$ cat src/rtl/gsm_ram.sv
// generic simple dual port ram, one write and one registered read port
// no dependencies
`timescale 1ns / 1ps

module gsm_ram #(
  parameter int WIDTH = 8,
  parameter int DEPTH = 16
) (
  input  logic                     clk_i,
  input  logic                     we_i,
  input  logic [$clog2(DEPTH)-1:0] waddr_i,
  input  logic [WIDTH-1:0]         wdata_i,
  input  logic                     re_i,
  input  logic [$clog2(DEPTH)-1:0] raddr_i,
  output logic [WIDTH-1:0]         rdata_o
);

  logic [WIDTH-1:0] mem_q [DEPTH];
  logic [WIDTH-1:0] rdata_q;

  always_ff @(posedge clk_i) begin
    if (we_i) begin
      mem_q[waddr_i] <= wdata_i;
    end
    if (re_i) begin
      rdata_q <= mem_q[raddr_i];
    end
  end

  assign rdata_o = rdata_q;

endmodule

$ cat config.mk
export PLATFORM = sky130hd
export DESIGN_NAME = gsm_ram
export DESIGN_NICKNAME = d
export VERILOG_FILES = /design/src/rtl/gsm_ram.sv
export SDC_FILE = /design/constraint.sdc
export NUM_CORES = 1
export LEC_CHECK = 0
export ABC_AREA = 1
export BUFFER_PORTS_ARGS = -buffer_cell sky130_fd_sc_hd__buf_2
export CORE_ASPECT_RATIO = 0.6
export CORE_MARGIN = 2
export CORE_UTILIZATION = 34
export CTS_CLUSTER_SIZE = 30
export DETAILED_ROUTE_END_ITERATION = 12
export SLEW_MARGIN = 20
export SYNTH_ARGS = -nofsm -noshare
export SYNTH_HDL_FRONTEND = slang
export SYNTH_SLANG_ARGS = --single-unit
export TNS_END_PERCENT = 30
$ cat constraint.sdc
create_clock -name clk_i -period 1.55 [get_ports clk_i]
set_clock_uncertainty 0.1 [all_clocks]
set_input_delay 0.155 -clock clk_i [delete_from_list [all_inputs] [get_ports clk_i]]
set_output_delay 0.155 -clock clk_i [all_outputs]
set_load 0.1 [all_outputs]
# Word level (Yosys, flattened, before mapping)

Memories as Yosys holds them, arrays and structs flattened. A register that Yosys moved wholly into a read port is not among the register bits.
Index checks and enable logic that the tools add are counted.

Register bits: 0
Word-level logic and storage cells: 3
Memories: 1
Memory bits (writable): 128

Memory list:

| name  | depth | width | rd ports | clocked after memory_dff | wr ports | RTL line | RTL |
|---|---|---|---|---|---|---|---|
| mem_q | 16    | 8     | 1        | 1                        | 1        | 18       | `logic [WIDTH-1:0] mem_q [DEPTH];` |

Multiplexer cells: 2

Operator list:

| cell   | number |
|---|---|
| $mux 1 | 2 |

# Longest topological paths before layout

Gate-level depths: netlist of the first run.

Word-level depth: 2
Depth in mapped cells: 8
Gate-level depth less buffers: 7

# Least setup slack after synthesis of the first run

No wires, ideal clock.

Path type: input-to-reg
Start: in waddr_i[2]
End: mem mem_q[10][0], enable pin
Data required time: 1080 ps
Setup slack: 344 ps
Data arrival time: 736 ps
Stages: 2
Setup time: 370 ps
Cell sequence: nand3b_1 nor2_1

RTL lines:

| item               | RTL line | RTL |
|---|---|---|
| start: declaration | 11       | `input logic [$clog2(DEPTH)-1:0] waddr_i,` |
| end: declaration   | 18       |  |

Straight into the memory's write port.

# Worst setup path in the final report of the first run

Start: reg rdata_q[5], in the netlist rdata_o[5] (read register of mem_q)
End: out rdata_o[5]

RTL lines:

| item               | RTL line | RTL |
|---|---|---|
| start: declaration | 19       | `logic [WIDTH-1:0] rdata_q;` |
| end: declaration   | 15       | `output logic [WIDTH-1:0] rdata_o` |

No word-level cell between the ends.

==> impl_metrics.yaml, run 1 <==
run_status:
  status: "finished clean"
logic_synthesis:
  synth_area_leader_cell: "edfxtp_1"
  synth_top_area_share_pct: 69.85
  yosys_warnings: 0
  syn_inst: 551
  ys_types: 11
  synthTopCellsByArea: "edfxtp_1 70%, nand2_1 11%, nand3_1 8.3%"
  syn_area_sq_um: 5847
  synth_area_per_cell_sq_um: 10.61
  syn_nets: 570
  ys_seq_area_share_pct: 69.85
  synth-seq-cells: 136
power:
  total_power_mw: 9.132
  power_density_nw_per_um2: 1312
  peakVddDrop_uv: 592.7
  comb_power_share_pct: 6.9
  p_sw_mw: 1.992
  p_clk_share_pct: 47.4
  intPower_mw: 7.140
  swShare_pct: 21.82
  seq_power_share_pct: 45.7
  p_leak_nw: 2.972
run:
  maxCapViolCount: 0
sta:
  fmax_mhz: 662.6
  finalSetupTns_ns: 0
  setup_viol: 0
  maxSlewHeadroom_pct: 56.09
  whs_ns: 0.03062
  period_minus_slack_ns: 1.509
  period_share_pct: 97.37
  hold_viol: 0
  slew_violations: 0
  rsz0062_at_grt: "no"
  worst_slew_pin_slew_ns: 0.6577
clocking:
  insertion_delay_ns: 0.41
  root_buffer: "clkbuf_16"
  cts_num_sinks: 136
  clkTransAtPathRegs_ns: 0.06
  cts_made_buffers: 17
  clk_path_buf_depth: 2
  cts_tree: "built"
  h-tree-depth: 4
global_routing:
  gr-total-overflow: 0
  antenna_found_initial: 0
  grt_max_degree: 65
  grt_use_total_pct: 16.00
  first_global_vias: 3802
  grt_pass1_wl_mm: 21.87
drt:
  antenna_left: 0
  wl_mm: 13.73
  wire_per_inst_microns: 16.28
  first_pass_iters: 5
  viasPerCell: 4.614
  drt_first_iter_violations: 347
  vias: 3890
  drc_errors: 0
place:
  port_buffers: 26
  gp_congestion: 0.8371
  dp_hpwl_mm: 8.870
  placed_cells: 811
finish:
  fillers: 1611
  areaGrowthSynthToFinish_pct: 19.07
  antenna_cells: 0
  finalNetCount: 615
  multi_input_area_sq_um: 1214
  regArea_sq_um: 4084
  drive_above_1_share_pct: 13.30
  final_util_pct: 40.98
  stdcell_count: 843
die:
  start_util_pct: 34.41
  core_sq_um: 16990
  die-area_sq_um: 18300
  io_pins: 27
  die_x_microns: 173.3
  die_y_microns: 105.6
  rows: 37
critical_path:
  crit_fanout: 1
  crit_family: "buffers and inverters"
  worstPathArrival_ns: 1.25
  worstPathCellList: "buf_2"
  slowest_delay_ns: 0.45
  path_class: "register to output pin"
  startpoint_type: "register"
  cp-end-kind: "output pin"
  crit_slowest_cell: "buf_2"
  crit_buf_inv: 1
  cp.required_ns: 1.29
worst_hold_path:
  hold_path_class: "primary input to register"
[per-stage QoR]
step                worst slack, ns  cell area, sq um
floorplan                    0.3442              5847
global placement             0.1190              6321
detailed placement          0.05784              6321
CTS                         0.01278              6959
global route              0.0006556              6962
finish                      0.04076              6962
[path summary, 6_finish.rpt]
path	to	from	cells past startpoint	slack (ns)
max	rdata_o[5]	rdata_o[5]	1	0.04
min	rdata_o[7]	re_i	1	0.03
max reg2reg	rdata_o[6]	mem_q[7][6]	6	0.35
min reg2reg	rdata_o[3]	mem_q[15][3]	6	0.67
[kinds of logic after synthesis]
group	after synthesis	share of synthesized area, %
and+or+nand+nor	289	20.76
DFF	136	69.85
buffers and inverters	126	9.394
[per-layer routing]
layer / share of wire, % / global-route usage, % / vias up
met5: 0 / 0 / -
met4: 0.90 / 5.266 / 0
met3: 6.5 / 3.175 / 12
met2: 41 / 22.54 / 128
met1: 52 / 24.47 / 1880
li1: - / - / 1870
[synth_stat cells]
| cell | number |
|---|---|
| edfxtp_1 | 136 |
| nand3b_1 | 2 |
| buf_4 | 4 |
| nor2_1 | 17 |
| buf_1 | 1 |
| buf_6 | 6 |
| nand3_1 | 97 |
| inv_2 | 2 |
| buf_2 | 13 |
| inv_1 | 100 |
| nand2_1 | 173 |
[sequential cells by signal (all words and copies together) (netlist names)]
| name | flops |
|---|---|
| mem_q | 128 |
| rdata_o | 8 |
[cell usage in the layout (no fill, tap or decap), drive strengths merged]
cell type	count
nand2	173
edfxtp	136
inv	103
nand3	97
buf	49
clkbuf	19
nor2	17
bufinv	5
clkinv	5
clkinvlp	3
nand3b	2
[timing repair]
item / in CTS / in global routing
gates cloned: 0 / 0
endpoints found under the setup margin: 2 / 1
hold endpoints to repair: 0 / 0
hold buffers: 0 / 0
resized for setup: 2 / 1
setup buffers: 0 / 0
[final cells by class]
cell class | count | area share, %
Sequential cell | 136 | 58.66
Multi-Input combinational cell | 289 | 17.43
Clock buffer | 18 | 6.165
Inverter | 102 | 5.500
Timing Repair Buffer | 50 | 5.104
Tap cell | 234 | 4.206
Clock inverter | 14 | 2.930
[power by group through the flow]
stage          registers [mW]  clock network (mW)  logic (mW)
3_3_place_gp             4.25                   0       0.618
5_1_grt                  4.18                4.54       0.691
3_5_place_dp             4.25                   0       0.626
4_1_cts                  4.18                4.37       0.634
2_1_floorplan            4.37                   0       0.290
6_report                 4.17                4.33       0.630
Note: power is estimated with default switching activity, not from simulation.
==> inputs of run 2 (changes only) <==
Settings changed: CAP_MARGIN set to 20.
Clock period 1.55 ns to 1.3 ns, I/O delays scaled along.
==> impl_metrics.yaml, run 2 (synthesis results as in run 1) <==
run_status:
  status: "finished, violations left"
  violations: "negative setup slack"
sta:
  finalSetupTns_ns: -0.1727
  slew_violations: 0
  maxSlewHeadroom_pct: 60.36
  rsz0062_at_grt: "yes"
  setup_slack_ns: -0.06809
  period_share_pct: 105.2
  period_minus_slack_ns: 1.368
  setup_viol: 4
  fmax_mhz: 730.9
  worst_slew_pin_slew_ns: 0.5937
  hold_viol: 0
  whs_ns: 0.02046
die:
  start_util_pct: 34.41
  die_x_microns: 173.3
  rows: 37
  die_y_microns: 105.6
  core_sq_um: 16990
  die-area_sq_um: 18300
  io_pins: 27
global_routing:
  grt_pass1_wl_mm: 21.77
  grt_use_total_pct: 16.01
  grt_max_degree: 40
  first_global_vias: 3790
  antenna_found_initial: 0
  gr-total-overflow: 0
clocking:
  cts_num_sinks: 136
  cts_setup_buffers: 0
  cts_made_buffers: 17
  insertion_delay_ns: 0.41
  clk_path_buf_depth: 2
  root_buffer: "clkbuf_16"
  cts_tree: "built"
  h-tree-depth: 4
  clkTransAtPathRegs_ns: 0.06
critical_path:
  crit_buf_inv: 1
  path_class: "register to output pin"
  worstPathCellList: "buf_12"
  crit_fanout: 1
  worstPathArrival_ns: 1.14
  crit_family: "flip-flops"
  cp-end-kind: "output pin"
  cp.required_ns: 1.07
  startpoint_type: "register"
  slowest_delay_ns: 0.51
  crit_slowest_cell: "edfxtp_1"
finish:
  stdcell_count: 854
  largest_reg_flops: 128
  final_util_pct: 42.40
  finalNetCount: 626
  largest-register: "mem_q"
  antenna_cells: 0
  final_common_cell: "nand2_1"
  drive_above_1_share_pct: 14.84
  final_cell_mix: "173 x nand2_1, 136 x edfxtp_1, 100 x inv_1"
  areaGrowthSynthToFinish_pct: 23.20
worst_hold_path:
  hold_path_class: "primary input to register"
power:
  total_power_mw: 11.00
  power_density_nw_per_um2: 1527
  p_leak_nw: 3.084
  peakVddDrop_uv: 746.8
drt:
  antenna_left: 0
  wire_per_inst_microns: 16.23
  viasPerCell: 4.659
  wl_mm: 13.86
  vias: 3979
  drc_errors: 0
  first_pass_iters: 5
  drt_first_iter_violations: 342
place:
  dp_hpwl_mm: 9.186
  port_buffers: 26
  gp_congestion: 0.8256
  placed_cells: 821
run:
  maxCapViolCount: 0
## run 2: cell types whose count changed in the layout (fill, tap and decap cells not counted), sizes merged
| cell | previous run | this run |
|---|---|---|
| buf | 49 | 60 |
| inv | 103 | 102 |
| clkinv | 5 | 7 |
| clkbuf | 19 | 18 |
| dlygate4sd3 | 0 | 1 |
| clkinvlp | 3 | 2 |
## run 2: routing by layer
layer	routed length (microns)	GRT usage, %
met3	940	3.644
met2	5800	22.00
met5	0	0
met1	7003	24.54
met4	116	5.630
## run 2: worst paths after layout
check | from | to | slack, ns | cells past startpoint
min | wdata_i[3] | mem_q[14][3] | 0.02 | 1
min reg2reg | mem_q[2][1] | rdata_o[1] | 0.65 | 6
max | rdata_o[4] | rdata_o[4] | -0.07 | 1
max reg2reg | mem_q[9][1] | rdata_o[1] | 0.09 | 6
## run 2: power by group
| part | total [mW] | switching, mW | leakage [nW] | internal, mW |
|---|---|---|---|---|
| logic | 0.849 | 0.568 | 1.54 | 0.281 |
| registers | 4.99 | 0.0492 | 1.24 | 4.94 |
| clock network | 5.16 | 1.78 | 0.305 | 3.38 |
## run 2: metrics by stage
step	area [sq um]	setup slack (ns)
final	7203	-0.06809
after global routing	7203	-0.07611
after CTS	7198	-0.06696
after detailed placement	6554	-0.1995
after global placement	6554	-0.2043
after floorplan	5847	0.1192
## run 2: timing repair
item                                    in CTS  in global routing
gates resized for setup                      0                  1
gates cloned                                 0                  0
hold buffers                                 1                  0
pin swaps                                    0                  0
endpoints found under the setup margin       4                  5
endpoints found under the hold margin        2                  0
## run 2: cell type report
cell class / instances / area, sq um
fillers: 1591 / 9787
flip-flops and latches: 136 / 4084
multi-input cells: 289 / 1219
repair buffers: 61 / 590.6
clock buffers: 18 / 429.2
inverters: 102 / 382.9
well taps: 234 / 292.8
clock inverters: 14 / 205.2
